===== src/hdl/pfn_pkg.sv =====
// pfn_pkg: shared constants, status codes, queue entry and state types
// for the polygon face normal block; no dependencies
package pfn_pkg;

  localparam int MaxVertices = 16;
  localparam int CoordBits   = 24;
  localparam int NormalBits  = 16;
  localparam int SumBits     = 56;
  localparam int NormTop     = 30;
  localparam int QueueDepth  = 2;
  localparam int SqW         = 64;

  typedef enum logic [1:0] {
    STAT_OK   = 2'd0,
    STAT_FEW  = 2'd1,
    STAT_ZERO = 2'd2,
    STAT_MANY = 2'd3
  } pfn_status_e;

  typedef struct packed {
    logic [SumBits-1:0] sum_x;
    logic [SumBits-1:0] sum_y;
    logic [SumBits-1:0] sum_z;
    pfn_status_e        status;
  } pfn_entry_t;

  typedef enum logic [1:0] {
    F_IDLE,
    F_MUL,
    F_PUSH
  } pfn_front_e;

  typedef enum logic [2:0] {
    B_IDLE,
    B_LOAD,
    B_NORM,
    B_SQ,
    B_SQRT,
    B_DSET,
    B_DIV,
    B_DONE
  } pfn_back_e;

endpackage


===== src/hdl/pfn_back.sv =====
// pfn_back: normalizes one polygon sum to a unit normal with a shift stage,
// a serial square root and a serial divider; uses pfn_pkg
module pfn_back #(
  parameter int NORMAL_BITS = pfn_pkg::NormalBits
) (
  input  logic                       clk_i,
  input  logic                       rst_ni,
  input  logic                       empty_i,
  input  pfn_pkg::pfn_entry_t        entry_i,
  output logic                       pop_o,
  output logic                       out_valid_o,
  input  logic                       out_ready_i,
  output logic [NORMAL_BITS-1:0]     normal_x_o,
  output logic [NORMAL_BITS-1:0]     normal_y_o,
  output logic [NORMAL_BITS-1:0]     normal_z_o,
  output pfn_pkg::pfn_status_e       status_o
);
  import pfn_pkg::*;

  localparam int NB   = NORMAL_BITS;
  localparam int NUMW = NormTop + 1 + NB;
  localparam int RW   = 34;
  localparam int DCW  = $clog2(NB + 2);

  pfn_back_e st_q, st_d;
  pfn_status_e code_q, ostat_q;
  logic neg_q [3];
  logic [SumBits-1:0] m_q [3];
  logic [SqW-1:0] v_q, res_q, bit_q;
  logic [31:0] len_q;
  logic [1:0] idx_q;
  logic [RW-1:0] rem_q;
  logic [NB:0] num_q, q_q;
  logic [DCW-1:0] dcnt_q;
  logic [NB-1:0] nrm_q [3];
  logic [NB-1:0] onrm_q [3];
  logic ovalid_q;
  logic [SumBits-1:0] s_in [3];

  logic out_free, hi, lo, all_zero, sq_ge, dv_ge;
  logic [2*NormTop-1:0] prod;
  logic [SqW-1:0] trial, res_n;
  logic [NUMW-1:0] num;
  logic [RW-1:0] t, dvs;
  logic [NB:0] qn;
  logic [NB-1:0] mag, sres;

  assign out_free = !ovalid_q || out_ready_i;
  assign s_in[0]  = entry_i.sum_x;
  assign s_in[1]  = entry_i.sum_y;
  assign s_in[2]  = entry_i.sum_z;

  always_comb begin
    hi       = 1'b0;
    lo       = 1'b1;
    all_zero = 1'b1;
    for (int k = 0; k < 3; k++) begin
      hi       = hi | (|m_q[k][SumBits-1:NormTop]);
      lo       = lo & ~(|m_q[k][SumBits-1:NormTop-1]);
      all_zero = all_zero & ~(|m_q[k]);
    end
    prod  = m_q[idx_q][NormTop-1:0] * m_q[idx_q][NormTop-1:0];
    trial = res_q + bit_q;
    sq_ge = (v_q >= trial);
    res_n = sq_ge ? ((res_q >> 1) + bit_q) : (res_q >> 1);
    num   = (NUMW'(m_q[idx_q][NormTop-1:0]) << NB) + NUMW'(len_q);
    t     = {rem_q[RW-2:0], num_q[NB]};
    dvs   = {1'b0, len_q, 1'b0};
    dv_ge = (t >= dvs);
    qn    = {q_q[NB-1:0], dv_ge};
    mag   = (qn > (NB+1)'({(NB-1){1'b1}})) ? {1'b0, {(NB-1){1'b1}}} : qn[NB-1:0];
    sres  = neg_q[idx_q] ? (~mag + NB'(1)) : mag;
  end

  always_comb begin
    st_d = st_q;
    unique case (st_q)
      B_IDLE: if (!empty_i) st_d = B_LOAD;
      B_LOAD: st_d = ((code_q != STAT_OK) || all_zero) ? B_DONE : B_NORM;
      B_NORM: if (!hi && !lo) st_d = B_SQ;
      B_SQ:   if (idx_q == 2'd2) st_d = B_SQRT;
      B_SQRT: if (bit_q[0]) st_d = B_DSET;
      B_DSET: st_d = B_DIV;
      B_DIV:  if (dcnt_q == DCW'(NB)) st_d = (idx_q == 2'd2) ? B_DONE : B_DSET;
      B_DONE: if (out_free) st_d = B_IDLE;
      default: st_d = B_IDLE;
    endcase
  end

  always_comb begin
    pop_o       = (st_q == B_IDLE) && !empty_i;
    out_valid_o = ovalid_q;
    normal_x_o  = onrm_q[0];
    normal_y_o  = onrm_q[1];
    normal_z_o  = onrm_q[2];
    status_o    = ostat_q;
  end

  always_ff @(posedge clk_i or negedge rst_ni) begin
    if (!rst_ni) begin
      st_q     <= B_IDLE;
      ovalid_q <= 1'b0;
    end else begin
      st_q <= st_d;
      if (st_q == B_DONE && out_free) ovalid_q <= 1'b1;
      else if (out_ready_i) ovalid_q <= 1'b0;
    end
  end

  always_ff @(posedge clk_i) begin
    unique case (st_q)
      B_IDLE: begin
        code_q <= entry_i.status;
        for (int k = 0; k < 3; k++) begin
          neg_q[k] <= s_in[k][SumBits-1];
          m_q[k]   <= s_in[k][SumBits-1] ? (~s_in[k] + SumBits'(1)) : s_in[k];
        end
      end
      B_LOAD: begin
        for (int k = 0; k < 3; k++) nrm_q[k] <= '0;
        if (code_q == STAT_OK && all_zero) code_q <= STAT_ZERO;
        idx_q <= '0;
        v_q   <= '0;
      end
      B_NORM: begin
        for (int k = 0; k < 3; k++) begin
          if (hi) m_q[k] <= m_q[k] >> 1;
          else if (lo) m_q[k] <= m_q[k] << 1;
        end
      end
      B_SQ: begin
        v_q   <= v_q + SqW'(prod);
        idx_q <= idx_q + 2'd1;
        res_q <= '0;
        bit_q <= SqW'(1) << 62;
      end
      B_SQRT: begin
        if (sq_ge) v_q <= v_q - trial;
        res_q <= res_n;
        bit_q <= bit_q >> 2;
        idx_q <= '0;
        len_q <= res_n[31:0];
      end
      B_DSET: begin
        rem_q  <= RW'(num[NUMW-1:NB+1]);
        num_q  <= num[NB:0];
        q_q    <= '0;
        dcnt_q <= '0;
      end
      B_DIV: begin
        rem_q  <= dv_ge ? (t - dvs) : t;
        q_q    <= qn;
        num_q  <= num_q << 1;
        dcnt_q <= dcnt_q + DCW'(1);
        if (dcnt_q == DCW'(NB)) begin
          nrm_q[idx_q] <= sres;
          idx_q        <= idx_q + 2'd1;
        end
      end
      B_DONE: begin
        if (out_free) begin
          for (int k = 0; k < 3; k++) onrm_q[k] <= nrm_q[k];
          ostat_q <= code_q;
        end
      end
      default: ;
    endcase
  end

endmodule


===== config.mk =====
export PLATFORM = sky130hd
export DESIGN_NAME = pfn_back
export DESIGN_NICKNAME = d
export VERILOG_FILES = /design/src/hdl/pfn_pkg.sv /design/src/hdl/pfn_back.sv
export SDC_FILE = /design/constraint.sdc
export NUM_CORES = 2
export LEC_CHECK = 0
export CORE_MARGIN = 4
export CORE_UTILIZATION = 39
export DETAILED_ROUTE_END_ITERATION = 8
export DONT_BUFFER_PORTS = 1
export SLEW_MARGIN = 5
export SYNTH_ARGS = -nofsm -noshare
export SYNTH_HDL_FRONTEND = slang
export SYNTH_SLANG_ARGS = --single-unit
export TNS_END_PERCENT = 30

===== constraint.sdc =====
create_clock -name clk_i -period 11.02 [get_ports clk_i]
set_input_delay 1.102 -clock clk_i [delete_from_list [all_inputs] [get_ports clk_i]]
set_output_delay 1.102 -clock clk_i [all_outputs]
set_load 0.01 [all_outputs]

; ---- After elaboration in Yosys (flattened, before gate mapping)
; Memories as Yosys holds them, arrays and structs flattened. A register that Yosys moved wholly into a read port is not among the register bits.
; Index checks and enable logic that the tools add are counted.
[totals]
reg_bits = 305
ram_bits = 267
in_bits = 174
n_memories = 4
[mem_list]
columns = name, depth, width, rd, rd_clocked_by_memory_dff, wr, line
row1 = m_q, 3, 56, 4, 1, 3, pfn_back.sv:28  ; logic [SumBits-1:0] m_q [3];
row2 = nrm_q, 3, 16, 3, 0, 3, pfn_back.sv:35  ; logic [NB-1:0] nrm_q [3];
row3 = onrm_q, 3, 16, 3, 0, 3, pfn_back.sv:36  ; logic [NB-1:0] onrm_q [3];
row4 = neg_q, 3, 1, 1, 1, 3, pfn_back.sv:27  ; logic neg_q [3];
[op_classes]
add_sub_neg = 12
multipliers = 1
n_lt_le_gt_ge = 3
n_eq_ne = 17
n_mux = 58
n_bitwise = 22
reduce_logical = 35
[ops]
columns = cell, count
row1 = 56-bit two-way mux, 9
row2 = 64-bit case mux with 2 select lines, 2
row3 = 64-bit case mux with 3 select lines, 1
row4 = 56-bit by 1-bit adder with 56-bit output (second input constant), 3
row5 = 56-bit NOT, 3
row6 = 56-bit OR reduction, 3
row7 = 64-bit two-way mux, 2
row8 = 27-bit OR reduction, 3
row9 = 26-bit OR reduction, 3
row10 = 33-bit case mux with 2 select lines, 1
row11 = 63-bit by 64-bit adder with 64-bit output, 1
row12 = 64-bit by 60-bit adder with 64-bit output, 1
row13 = 64-bit adder, 1
row14 = 64-bit greater-or-equal comparator, 1
row15 = 64-bit subtractor, 1
row16 = 30-bit by 30-bit multiplier with 60-bit output, 1
row17 = 16-bit two-way mux, 3
row18 = 46-bit by 32-bit adder with 47-bit output, 1
row19 = 34-bit by 33-bit greater-or-equal comparator with 1-bit output, 1
row20 = 17-bit case mux with 2 select lines, 1
row21 = 33-bit two-way mux, 1
row22 = 33-bit subtractor, 1
row23 = 16-bit case mux with 2 select lines, 1
row24 = 3-bit case mux with 8 select lines, 1
row25 = 31 further kinds, 102

; ---- Depth between registers and ports, before layout
; An unclocked memory read counts as a cell.
[depth]
ltp_word = 10
depth_mapped = 36
depth_no_buf = 31

; ---- Worst setup path before layout
; Ideal clock, no wire load.
[synth_path]
path_kind = register -> register
from = register (tool-made name)
to = register v_q[62], data pin
t_arrival_ps = 9399
required_time_ps = 10749
slack_ps = 1350
stages_incl_launch_ff = 32
n_path_buf = 6
period_less_slack_ps = 9670
path_cell_list = dfxtp_1 clkbuf_1 buf_1 clkbuf_1 buf_2 mux2i_1 o21a_1 clkbuf_1 clkbuf_1 nor2_1 fa_1 fa_1 fa_1 inv_1 fa_1 inv_1 fa_1 fa_1 fa_1 fa_1 ha_1 a21o_1 a21o_1 a2111oi_0 o31ai_1 a31oi_1 o2111ai_1 a31o_2 a211oi_1 o21ai_0 xnor2_1 o22ai_1
[synth_rtl]
columns = item, line
row1 = to (signal assigned), pfn_back.sv:132  ; v_q <= v_q + SqW'(prod);
row2 = to (signal assigned), pfn_back.sv:138  ; if (sq_ge) v_q <= v_q - trial;
row3 = to (decl), pfn_back.sv:29  ; logic [SqW-1:0] v_q, res_q, bit_q;

==> impl_results.md <==
- Worst path arrival time: 10.54 ns
- CP Data Required Time: 11.39 ns
- Die area: 0.1688 sq mm
- Final Cycle Share: 0.9236
- Ratio of cells with drive above 1 in the final layout: 0.04170
- Placed inst area: 0.06577 sq mm
- Seq/Total Area, Yosys: 0.2564
- Post-Synth XOR/XNOR Area: 0.06464
- GPL Wtd Cong: 0.9576
- Synthesis-stage register bit count: 542
- Worst slew pin tran: 1.311 ns
- Via count: 49820
- Die W: 410.8 um
- Num rows: 147
- Total core area: 0.1609 sq mm
- Final Critical Period: 10.18 ns
- H-Tree Depth: 3
- Most frequent CP cell: fa_1
- Largest net degree at the start of global routing: 101
- Global-route wire length before repair: 305800 um
- Clk buf depth: 3
- Fin area: 0.06807 sq mm
- Syn_nets: 8091
- Largest family of logic cells by synthesized area: adder cells
- Grt ovf: 0
- Max frequency: 98.25 MHz
- Post-CTS resize count: 0
- R2R cell count: 30
- Post-synthesis mux area share: 0.007870
- Routed vias/inst: 5.641
- CTS clk-pin slew, worst paths: 0.06 ns
- CP max FO: 24
- Synth unique cells: 87
- Number of synthesized flops with an enable pin: 535
- Slew margin rel.: 0.1251
- CTS tree: done
- Vias in the first global route: 50243
- Mapped Avg Cell Area: 9.418 sq um
- Initial antenna violation count: 8
- Crit. End Element: register
- Post-route DRC: 0
- Post-Synth Adder-Cell Area: 0.3264
- Endpoints failing hold: 0
- Slowest stage delay, CP: 0.84 ns
- Worst setup SP type: register
- Critical path's slowest cell: dfxtp_2
- Yosys warns: 0
- Most used DFF post-synth: edfxtp_1
- Mapped Area: 0.06328 sq mm
- Area leader, netlist: edfxtp_1
- RSZ-0062 raised after global routing: false
- Leading post-synthesis cells by cell area: edfxtp_1 25%, fa_1 24%, ha_1 8.8%
- Io pins: 226
- Area grow syn2layout: 7.579%
- Detailed Route WL: 201600 um
- Area share of the largest cell type after synthesis: 0.2539
- Cells after synthesis: 6719
- Hold WC Path Type: input port to asynchronous set/reset pin
- Status: completed
- DRT Pass-1 Iters: 9
- Post-synthesis simple-gate area fraction: 0.1300
- CTS Hold Bufs: 0
- Crit Reg-Reg Endpoint: v_q[59]
- CTS root buf: clkbuf_16
- Die height: 410.8 um
- TritonCTS Buffers: 68
- Post-synth ARST share: 0.007380
- Synth Area in Compound Gates: 0.1375
- Worst Setup EP: v_q[59]
- Crit path kind: register to register
- Starting Density: 0.3932
- GRT Util Overall: 0.2362
- Starting DRT DRC Count: 4692
- Clock latency on the worst-skew pair: 0.68 ns
- Port-buffer cells: 0
- Slew Limit Fails: 0
- Setup Fix Bufs, Post-CTS: 0
- Clk sinks: 542
- Post-route ant nets: 0
- Worst R2R Setup Slack: 0.84 ns
- Average wire per standard cell: 22.83 um
- Final setup viols: 0
- Worst Skew: 0.03812 ns
- Max-cap violations: 0
- # fillers: 15726
- Setup TNS: 0 ns
- Nets: 7985
- HPWL Detailed: 160600 um
-- worst max-delay path: cells and delay by family, from the launching register on --
family | cells | cell delay [ns]
xor gates and xnor gates | 3 | 0.69
DFF | 1 | 0.84
buffers and inverters | 6 | 0.97
and+or+nand+nor | 2 | 0.48
AOI/OAI and AO/OA | 10 | 2.93
muxes | 1 | 0.10
adders and majority gates | 8 | 3.84
-- Yosys cell counts (54+ instances only) --
cell type and instances:
o21a_1 54, clkbuf_1 233, xor2_1 297, nor2_1 570, a31oi_1 79, a21o_1 99, nor4_1 60, fa_1 752
a21oi_1 314, and3_1 62, ha_1 446, o21ai_0 317, a211oi_1 82, nor3_1 66, nand4_1 68, edfxtp_1 535
xnor2_1 170, o31ai_1 70, inv_1 1026, o22ai_1 109, nand2_1 615, and2_1 87
-- cell type report --
| type | count | area, sq um | area share |
|---|---|---|---|
| Clock inverter | 45 | 523.0 | 0.007683 |
| Antenna cell | 5 | 12.51 | 0.0001838 |
| Inverter | 1035 | 3886 | 0.05709 |
| Clock buffer | 79 | 1773 | 0.02604 |
| Tap cell | 2160 | 2703 | 0.03970 |
| Timing Repair Buffer | 88 | 660.6 | 0.009705 |
| Sequential cell | 542 | 16230 | 0.2384 |
| Multi-Input combinational cell | 4878 | 42290 | 0.6212 |
-- registers in the layout, summed over array words and instances, names as in the netlist, 17 cells and up, named ones only --
name,cells
bit_q,32
len_q,32
m_q,168
nrm_q,48
num_q,17
onrm_q,48
rem_q,33
res_q,64
v_q,64
-- how the worst min path moves through the flow --
stage,startpoint,to
3_5_place_dp,nrm_q[1][3],onrm_q[0][19]
6_report,rst_ni,st_q[2]
4_1_cts,rst_ni,st_q[0]
3_3_place_gp,nrm_q[0][9],onrm_q[0][9]
2_1_floorplan,nrm_q[0][0],onrm_q[0][0]
5_1_grt,rst_ni,st_q[0]
-- cell usage in the layout (no fill, tap or decap), types with 14 or more instances in the layout --
master	n
and2_1	83
nand4_1	68
or2_2	18
and3_1	62
nor3_1	66
or4_1	24
a31oi_1	79
nor2_1	567
o41ai_1	32
nor2b_1	42
a21oi_1	313
a211oi_1	82
o21a_1	54
edfxtp_1	535
o21ai_0	310
xor2_1	297
nand2b_1	39
o22ai_1	108
fa_1	752
a21o_1	99
mux2i_1	43
nand3_1	52
xnor2_1	170
nor4_1	60
ha_1	446
clkinv_1	17
o211ai_1	32
o31ai_1	70
o21bai_1	42
buf_4	88
a21boi_0	15
a31o_2	14
clkbuf_16	68
inv_1	1026
a22oi_1	26
nand2_1	609
or3_1	42
-- cells by family (layout without fill, tap and decap cells) --
kind of cell,after synthesis,count (layout)
AO/OA/AOI/OAI,1372,1372
adder cells (fa/ha/maj),1200,1200
AND/OR/NAND/NOR,1790,1790
XOR/XNOR,467,467
multiplexers,49,49
other,0,5
flip-flops,542,542
buffers and inverters,1299,1247
-- routing by layer --
layer | GRT usage | vias up | part of all wire
li1 | - | 22548 | -
met1 | 0.3126 | 24913 | 0.41
met5 | 0 | - | 0.00032
met2 | 0.3862 | 1915 | 0.47
met4 | 0.08695 | 4 | 0.042
met3 | 0.04421 | 440 | 0.076
-- through the flow --
step / std cells / setup WS [ns] / util / hold WS [ns]
2_1_floorplan: 6719 / 1.350 / - / 0.4003
3_3_place_gp: 8703 / 1.120 / 0.4086 / 0.4030
3_5_place_dp: 8703 / 0.9911 / 0.4086 / 0.4045
4_1_cts: 8827 / 0.9602 / 0.4229 / 0.03276
5_1_grt: 8828 / 0.3725 / 0.4229 / 0.06802
6_report: 8832 / 0.8422 / 0.4230 / 0.1119
Power is not shown: default switching activity piles up to over one toggle a cycle in this logic, so the estimate is an artifact.
