`src/hdl/pfn_pkg.sv`:
```
// pfn_pkg: shared constants, status codes, queue entry and state types
// for the polygon face normal block; no dependencies
package pfn_pkg;

  localparam int MaxVertices = 16;
  localparam int CoordBits   = 24;
  localparam int NormalBits  = 16;
  localparam int SumBits     = 56;
  localparam int NormTop     = 30;
  localparam int QueueDepth  = 2;
  localparam int SqW         = 64;

  typedef enum logic [1:0] {
    STAT_OK   = 2'd0,
    STAT_FEW  = 2'd1,
    STAT_ZERO = 2'd2,
    STAT_MANY = 2'd3
  } pfn_status_e;

  typedef struct packed {
    logic [SumBits-1:0] sum_x;
    logic [SumBits-1:0] sum_y;
    logic [SumBits-1:0] sum_z;
    pfn_status_e        status;
  } pfn_entry_t;

  typedef enum logic [1:0] {
    F_IDLE,
    F_MUL,
    F_PUSH
  } pfn_front_e;

  typedef enum logic [2:0] {
    B_IDLE,
    B_LOAD,
    B_NORM,
    B_SQ,
    B_SQRT,
    B_DSET,
    B_DIV,
    B_DONE
  } pfn_back_e;

endpackage

```
`src/hdl/pfn_fifo.sv`:
```
// pfn_fifo: short queue of finished polygon sums between front and back
// uses pfn_pkg for the entry type and depth
module pfn_fifo (
  input  logic                clk_i,
  input  logic                rst_ni,
  input  logic                push_i,
  input  pfn_pkg::pfn_entry_t entry_i,
  output logic                full_o,
  input  logic                pop_i,
  output logic                empty_o,
  output pfn_pkg::pfn_entry_t entry_o
);
  import pfn_pkg::*;

  localparam int PtrW = (QueueDepth > 1) ? $clog2(QueueDepth) : 1;
  localparam int CntW = $clog2(QueueDepth + 1);

  pfn_entry_t mem_q [QueueDepth];
  logic [PtrW-1:0] wp_q, rp_q;
  logic [CntW-1:0] cnt_q;

  assign full_o  = (cnt_q == CntW'(QueueDepth));
  assign empty_o = (cnt_q == '0);
  assign entry_o = mem_q[rp_q];

  always_ff @(posedge clk_i) begin
    if (push_i) mem_q[wp_q] <= entry_i;
  end

  always_ff @(posedge clk_i or negedge rst_ni) begin
    if (!rst_ni) begin
      wp_q  <= '0;
      rp_q  <= '0;
      cnt_q <= '0;
    end else begin
      if (push_i) wp_q <= (wp_q == PtrW'(QueueDepth - 1)) ? '0 : wp_q + PtrW'(1);
      if (pop_i) rp_q <= (rp_q == PtrW'(QueueDepth - 1)) ? '0 : rp_q + PtrW'(1);
      if (push_i && !pop_i) cnt_q <= cnt_q + CntW'(1);
      else if (pop_i && !push_i) cnt_q <= cnt_q - CntW'(1);
    end
  end

endmodule

```
`config.mk`:
```
export PLATFORM = sky130hd
export DESIGN_NAME = pfn_fifo
export DESIGN_NICKNAME = d
export VERILOG_FILES = /design/src/hdl/pfn_pkg.sv /design/src/hdl/pfn_fifo.sv
export SDC_FILE = /design/constraint.sdc
export NUM_CORES = 1
export LEC_CHECK = 0
export CAP_MARGIN = 30
export CORE_MARGIN = 2
export CORE_UTILIZATION = 35
export CTS_CLUSTER_SIZE = 16
export DETAILED_ROUTE_END_ITERATION = 6
export DONT_BUFFER_PORTS = 1
export PLACE_DENSITY_LB_ADDON = 0.08
export SLEW_MARGIN = 25
export SYNTH_ARGS = -nofsm -noshare
export SYNTH_HDL_FRONTEND = slang
export SYNTH_SLANG_ARGS = --single-unit
```
`constraint.sdc`:
```
create_clock -name clk_i -period 25.2 [get_ports clk_i]
set_input_delay 5.04 -clock clk_i [delete_from_list [all_inputs] [get_ports clk_i]]
set_output_delay 5.04 -clock clk_i [all_outputs]
set_load 0.01 [all_outputs]
```
**Word level (Yosys, flattened, before mapping)**

Memory sizes are Yosys's and may differ from the RTL's.
Cells that the tools add are included.

- Add/subtract/negate cells: 4
- Reduce and logical (&&, ||, !) cells: 6
- Eq/ne operators: 1
- Mux-type cells: 6

Operators with widths:

| operator | count |
|---|---|
| 1-bit two-way mux | 4 |
| 2-bit two-way mux | 2 |
| 1-bit adder (second input constant) | 2 |
| 2-bit by 1-bit adder with 2-bit output (second input constant) | 1 |
| 2-bit == test (second input constant) | 1 |
| 1-bit logical AND | 2 |
| 1-bit logical NOT | 2 |
| 2-bit logical NOT | 1 |
| 2-bit nonzero test | 1 |
| 2-bit by 1-bit subtractor with 2-bit output (second input constant) | 1 |

- Flip-flop bits (word level): 4
- Input port bits: 174
- Memories kept: 1
- Memory bits (writable): 340

Memory list:

| name | words | width | rd ports | clocked after memory_dff | wr ports | line | source |
|---|---|---|---|---|---|---|---|
| mem_q | 2 | 170 | 1 | 0 | 1 | pfn_fifo.sv:18 | `pfn_entry_t mem_q [QueueDepth];` |

**Depth between registers and ports, before layout**

Gate-level depths: netlist (run 1).

- Depth after elaboration: 4
- Mapped depth: 5
- Gate-level depth less buffers: 5

**Worst setup path before layout (run 1)**

No wires, ideal clock.

- Kind: input port to flip-flop
- From: in push_i
- To: mem mem_q[0][0] (netlist bit), enable pin
- Setup slack: 12.095 ns
- Cell stages on the path: 1
- Arrival time: 12.382 ns
- Data required time: 24.477 ns
- Setup time: 0.723 ns
- Path through: nor2b_1

- Longest elaborated chain between the ends: 2

Ends and longest elaborated chain:

| element | line | source |
|---|---|---|
| from (decl) | pfn_fifo.sv:6 | `input logic push_i,` |
| 1-bit two-way mux | pfn_fifo.sv:27 | `if (push_i) mem_q[wp_q] <= entry_i;` |
| 1-bit two-way mux (not written as such) | pfn_fifo.sv:27 |  |
| to (decl) | pfn_fifo.sv:18 |  |

Every way passes these cells.

==> results of run 1 <==
## synthesized netlist by cell type
| master | instances |
|---|---|
| buf_6 | 11 |
| ha_1 | 1 |
| edfxtp_1 | 340 |
| xor2_1 | 4 |
| inv_1 | 1 |
| nor2b_1 | 2 |
| dfrtp_1 | 4 |
| xnor2_1 | 1 |
| buf_2 | 8 |
| mux2_4 | 90 |
| and2_1 | 1 |
| mux2_2 | 80 |
| nor2_1 | 2 |
## per-layer routing
metal	vias to the layer above	global-route usage [%]	part of all wire, %
met5	-	0	0
met4	0	5.68	2.8
met3	45	8.62	15
met2	255	21.0	49
met1	2540	12.7	33
li1	2235	-	-
## state kept, by name, summed over array words and instances (netlist names)
register,cells
cnt_q,2
rp_q,1
mem_q,340
wp_q,1
## power by group through the flow
stage                     combinational (mW)  clock [mW]  sequential (mW)
after CTS                              0.434       0.526            0.805
final                                  0.429       0.505            0.801
after global routing                   0.456       0.547            0.813
after floorplan                        0.371           0            0.816
after detailed placement               0.432           0            0.817
after global placement                 0.430           0            0.811
## worst paths after layout
path                       startpoint             to  slack, ps  depth (start not counted)
max                              rp_q     entry_o[1]      17420                          3
min                          cnt_q[1]       cnt_q[1]        500                          1
max reg2reg                      wp_q  mem_q[0][136]      22920                          3
min reg2reg                  cnt_q[1]       cnt_q[1]        500                          1
max in group asynchronous      rst_ni           rp_q      20930                          0
min in group asynchronous      rst_ni       cnt_q[1]       4190                          0
## kinds of logic after synthesis
logic type                 count (synthesis)  synth area share (%)
and+or+nand+nor                            5                 0.205
muxes                                    170                  17.6
adders and majority gates                  1                0.0976
buffers and inverters                     20                  1.31
xor gates and xnor gates                   5                 0.342
DFF                                      344                  80.5
## per-stage QoR
step / util [%] / setup WS, ps
CTS: 39.8 / 17130
floorplan: - / 12100
finish: 40.0 / 17420
global route: 40.0 / 17280
detailed placement: 36.6 / 17740
global placement: 36.6 / 17730
## layout make-up
cell class                      instances  area, um2  share of cell area, %
Multi-Input combinational cell        181       2340                   16.1
Clock inverter                         11       76.3                  0.525
Tap cell                              468        586                   4.03
Clock buffer                           57       1060                   7.32
Sequential cell                       344      10300                   71.0
Inverter                                1       3.75                 0.0258
Timing Repair Buffer                   10        148                   1.02
## critical path: cells and delay by family (launching register included)
family / cells / cell delay [ps]
flip-flops: 1 / 920
buffers and inverters: 2 / 770
multiplexers: 1 / 420
==> results.py, run 1 <==
metrics = {
    "run_status": {
        "status": "finished, final reports clean",
    },
    "drt": {
        "viasPerCell": 4.73,
        "ant_nets": 0,
        "via_count": 5075,
        "remaining_drc_errors": 0,
        "routed_wl_mm": 24.9,
        "route.detailed.wl_per_inst_um": 23.3,
        "detail_route.first_pass.iterations": 4,
        "drt_iter0_markers": 215,
    },
    "flow_run": {
        "drv_cap": 0,
    },
    "finish": {
        "syn2layout_area_growth_pct": 13.4,
        "fill_cells": 3166,
        "final_cells": 1072,
        "design_area_um2": 14500,
        "drive_above_1_share_pct": 37.9,
        "final_nets": 751,
        "final_cell_mix": "340 x edfxtp_1, 90 x mux2_4, 80 x mux2_2",
        "diodes": 0,
        "final_common_cell": "edfxtp_1",
    },
    "critical_path": {
        "slowest_delay_ps": 920,
        "critPathLaunchType": "register",
        "path_cells": "buf_4 > buf_16 > mux2_2",
        "crit_fanout": 54,
        "critPathRequiredTime_ps": 20160,
        "cp-end-kind": "output port",
        "worstSetupPathType": "reg -> out",
        "cp_data_arrival_time_ps": 2740,
        "slowest_stage": "dfrtp_4",
    },
    "sta": {
        "holdWs_ps": 500,
        "setup_viol": 0,
        "hold_violations": 0,
        "final.period_utilization_pct": 30.9,
        "worst_slew_pin_slew_ps": 767,
        "fin_crit_ps": 7780,
        "rsz0062_at_grt": "no",
        "maxSlewViolCount": 0,
        "relSlewSlack_pct": 48.8,
        "setup-tns-final_ps": 0,
        "skew_ps": 11.2,
        "fmax_mhz": 129,
    },
    "power_and_ir_drop": {
        "pwr-share-comb_pct": 24.7,
        "ir_worst_vdd_mv": 0.0742,
        "p_int_mw": 1.25,
        "p_per_area_nw_per_um2": 119,
        "clock_power_share_pct": 29.1,
        "p_switching_uw": 488,
        "leakage_nw": 4.97,
        "power_mw": 1.73,
        "p_seq_share_pct": 46.2,
        "swShare_pct": 28.1,
    },
    "yosys": {
        "synth_top_area_share_pct": 79.7,
        "seq_area_frac_synth_pct": 80.5,
        "synth_largest_area_cell": "edfxtp_1",
        "syn_inst": 545,
        "yosys_warnings": 0,
        "syn_avg_cell_area_um2": 23.5,
        "netlist_area_um2": 12800,
        "synthTopCellsByArea": "edfxtp_1 80%, mux2_4 11%, mux2_2 7.0%, buf_6 0.97%, dfrtp_1 0.78%",
        "syn-num-nets": 720,
        "ys_seq_elements": 344,
        "synthDistinctLibCells": 13,
    },
    "grt": {
        "antenna_found_initial": 1,
        "grt_pass1_wl_mm": 35.7,
        "grt_max_degree": 76,
        "grt_overflow": 0,
        "globalRouteTotalUtil_pct": 12.9,
        "first_global_vias": 5558,
    },
    "clocking": {
        "holdBufCountCts": 0,
        "root_buffer": "clkbuf_16",
        "cts_resized": 0,
        "cts.sinks": 344,
        "numCtsBuffers": 38,
        "cts.clk_slew.worst_paths_ps": 60,
        "h-tree-depth": 2,
        "cts_buffer_depth": 3,
        "clk_latency_ps": 530,
        "cts_tree": "yes",
        "post_cts_buffers": 0,
    },
    "die": {
        "rows": 70,
        "coreArea_um2": 36300,
        "io_pins": 346,
        "die_x_um": 195,
        "fp.dieH_um": 195,
        "die_area_um2": 38200,
        "start_util_pct": 35.2,
    },
    "place": {
        "place_area_um2": 13300,
        "dp_cells": 1001,
        "port_buffers": 0,
        "dp_hpwl_mm": 16.5,
        "place_congestion": 0.711,
    },
    "min_path": {
        "hp-class": "reg -> reg",
    },
}
Note: power is estimated with default switching activity, not from simulation.
==> run 2: changes to the inputs <==
--- a/config.mk
+++ b/config.mk
@@ -5,6 +5,7 @@
 export SDC_FILE = /design/constraint.sdc
 export NUM_CORES = 1
 export LEC_CHECK = 0
+export ABC_AREA = 1
 export CAP_MARGIN = 30
 export CORE_MARGIN = 2
 export CORE_UTILIZATION = 35
==> constraint.sdc (replaced) <==
create_clock -name clk_i -period 8.1 [get_ports clk_i]
set_input_delay 1.62 -clock clk_i [delete_from_list [all_inputs] [get_ports clk_i]]
set_output_delay 1.62 -clock clk_i [all_outputs]
set_load 0.01 [all_outputs]
==> run 2 against run 1 <==
Synthesized cell count up 1.7%; via count is 0.83% higher; hold slack improved by 8.9 ps; die area up 0.15%; critical path depth fell by 1; sequential power grew to 3.1 times the previous value; sequential cell count stayed put; total power increased to 3.1 times the previous value; register-to-register slack got worse by 17000 ps; non-clock buffer count down 1; first-iteration DRC count rose by 20%; global-route usage barely moved; critical endpoint is now entry_o[148].
==> results.py, run 2 <==
metrics = {
    "yosys": {
        "ys_seq_elements": 344,
        "synthFlopType": "edfxtp_1",
        "syn_avg_cell_area_um2": 23.2,
        "synthMostInstantiatedCell": "edfxtp_1",
        "synth-edff-count": 340,
        "yosys_warnings": 0,
        "synthTopCellsByArea": "edfxtp_1 80%, mux2_4 11%, mux2_2 7.0%, buf_6 0.97%, dfrtp_1 0.78%",
        "synth_top_area_share_pct": 79.6,
        "syn_inst": 554,
        "seq_area_frac_synth_pct": 80.3,
        "netlist_area_um2": 12800,
        "synth_largest_area_cell": "edfxtp_1",
        "yosys-top-cells-count": "340 x edfxtp_1, 90 x mux2_4, 80 x mux2_2",
        "synthArstFlopShare_pct": 1.16,
        "synthDistinctLibCells": 14,
        "syn-num-nets": 729,
    },
    "critical_path": {
        "slowest_stage": "dfrtp_4",
        "reg2reg_to": "mem_q[1][120]",
        "critPathRequiredTime_ps": 6480,
        "critPathLaunchType": "register",
        "reg2reg_slack_ps": 6080,
        "slowest_delay_ps": 960,
        "cp_data_arrival_time_ps": 2840,
        "crit-reg2reg-launch": "wp_q",
        "cp_top_family": "flip-flops",
        "path_cells": "buf_4 > mux2_2",
        "reg2reg_depth": 4,
        "worst-path-buf-inv": 1,
        "worstSetupPathType": "reg -> out",
        "crit_fanout": 55,
        "cp-end-kind": "output port",
    },
    "drt": {
        "viasPerCell": 4.75,
        "ant_nets": 0,
        "remaining_drc_errors": 0,
        "route.detailed.wl_per_inst_um": 23.1,
        "routed_wl_mm": 24.9,
        "detail_route.first_pass.iterations": 7,
        "drt_iter0_markers": 257,
        "via_count": 5117,
    },
    "grt": {
        "grt_pass1_wl_mm": 35.9,
        "globalRouteTotalUtil_pct": 12.9,
        "first_global_vias": 5577,
        "met1_usage_pct": 13.3,
        "use_met2_pct": 20.6,
        "use_met3_pct": 8.07,
        "grt_overflow": 0,
        "grt_max_degree": 99,
        "busiest_layer": "met2",
        "antenna_found_initial": 1,
    },
    "finish": {
        "syn2layout_area_growth_pct": 13.8,
        "drive_above_1_share_pct": 38.2,
        "largest_register": "mem_q",
        "fill_cells": 3185,
        "diodes": 0,
        "final_cell_mix": "340 x edfxtp_1, 90 x mux2_4, 80 x mux2_2",
        "top_regs": "mem_q: 340 flops, cnt_q: 2 flops",
        "final_common_cell": "edfxtp_1",
        "design_area_um2": 14600,
        "final_nets": 757,
        "largest_reg_flops": 340,
    },
    "power_and_ir_drop": {
        "leakage_nw": 5.02,
        "p_int_mw": 3.94,
        "p_switching_mw": 1.53,
        "pwr-share-comb_pct": 24.1,
        "p_seq_share_pct": 45.8,
        "ir_worst_vdd_mv": 0.161,
        "p_per_area_nw_per_um2": 374,
        "clock_power_share_pct": 30.1,
        "power_mw": 5.46,
        "swShare_pct": 27.9,
    },
    "die": {
        "fp.dieH_um": 195,
        "die_area_um2": 38200,
        "rows": 70,
        "io_pins": 346,
        "die_x_um": 195,
        "start_util_pct": 35.3,
        "coreArea_um2": 36300,
    },
    "clocking": {
        "post_cts_buffers": 0,
        "holdBufCountCts": 0,
        "h-tree-depth": 2,
        "numCtsBuffers": 36,
        "root_buffer": "clkbuf_16",
        "cts.clk_slew.worst_paths_ps": 50,
        "cts_resized": 0,
        "cts_buffer_depth": 3,
        "cts_tree": "yes",
        "cts.sinks": 344,
        "clk_latency_ps": 540,
    },
    "place": {
        "place_area_um2": 13400,
        "port_buffers": 0,
        "place_congestion": 0.761,
        "dp_hpwl_mm": 16.8,
        "dp_slack_ps": 4130,
    },
    "min_path": {
        "holdPathStages": 2,
        "min-delay-start": "cnt_q[1]",
        "holdPathEnd": "cnt_q[1]",
        "hp-class": "reg -> reg",
    },
    "sta": {
        "fin_crit_ps": 4460,
        "rsz0062_at_grt": "no",
        "setup_viol": 0,
        "final.period_utilization_pct": 55.0,
        "skew_ps": 13.6,
        "setup-tns-final_ps": 0,
        "setup_ws_ps": 3640,
        "maxSlewViolCount": 0,
        "hold_violations": 0,
        "relSlewSlack_pct": 37.2,
        "fmax_mhz": 224,
        "worst_slew_pin_slew_ps": 942,
    },
    "flow_run": {
        "drv_cap": 0,
    },
    "run_status": {
        "status": "finished, final reports clean",
    },
}
[run 2: cell types whose count changed after synthesis]
cell,previous run,this run
nor2_1,2,3
inv_1,1,7
and2_1,1,0
nand3_1,0,1
nand2_1,0,5
nor2b_1,2,0
nand4_1,0,1
xor2_1,4,2
[run 2: worst min-delay path, stage by stage, from the launching register on]
cell and delay, ps:
dfrtp_1 360, nand2_1 60, nand2_1 50
[run 2: worst max-delay path by stage]
| stage | start | end | slack (ps) | depth (start not counted) |
|---|---|---|---|---|
| after CTS | rp_q | entry_o[146] | 3530 | 2 |
| after global placement | rp_q | entry_o[149] | 4000 | 2 |
| after global routing | rp_q | entry_o[146] | 3460 | 2 |
| after detailed placement | rp_q | entry_o[146] | 4130 | 2 |
| final | rp_q | entry_o[148] | 3640 | 2 |
| after floorplan | push_i | mem_q[0][0] | 1600 | 2 |
[run 2: cell families after synthesis]
logic type                 after synthesis  share of synthesized area, %
xor gates and xnor gates                 3                         0.205
adders and majority gates                1                        0.0975
buffers and inverters                   26                          1.48
DFF                                    344                          80.3
muxes                                  170                          17.6
and+or+nand+nor                         10                         0.322
[run 2: layer usage]
metal | up-vias | wire length, um
li1 | 2254 | -
met1 | 2575 | 8880
met2 | 241 | 11800
met3 | 45 | 3530
met4 | 2 | 710
met5 | - | 17
[run 2: stage by stage]
stage          cells  hold WS (ps)  util, %
2_1_floorplan    554           463        -
3_3_place_gp    1008           516     36.6
3_5_place_dp    1010           496     36.8
4_1_cts         1076           509     40.0
5_1_grt         1078           555     40.2
6_report        1078           509     40.2
[run 2: final cells by class]
class | count | area [um2] | area share, %
Sequential cell | 344 | 10300 | 70.6
Tap cell | 468 | 586 | 4.01
Multi-Input combinational cell | 184 | 2340 | 16.0
Clock buffer | 43 | 948 | 6.49
Clock inverter | 23 | 236 | 1.62
Timing Repair Buffer | 9 | 151 | 1.04
Inverter | 7 | 31.3 | 0.214
[run 2: power by group through the flow]
stage | Combinational (mW) | Sequential (mW) | Clock [mW]
final | 1.32 | 2.50 | 1.64
after global routing | 1.41 | 2.54 | 1.78
after CTS | 1.34 | 2.52 | 1.71
after detailed placement | 1.34 | 2.55 | 0
after global placement | 1.30 | 2.55 | 0
after floorplan | 1.16 | 2.51 | 0
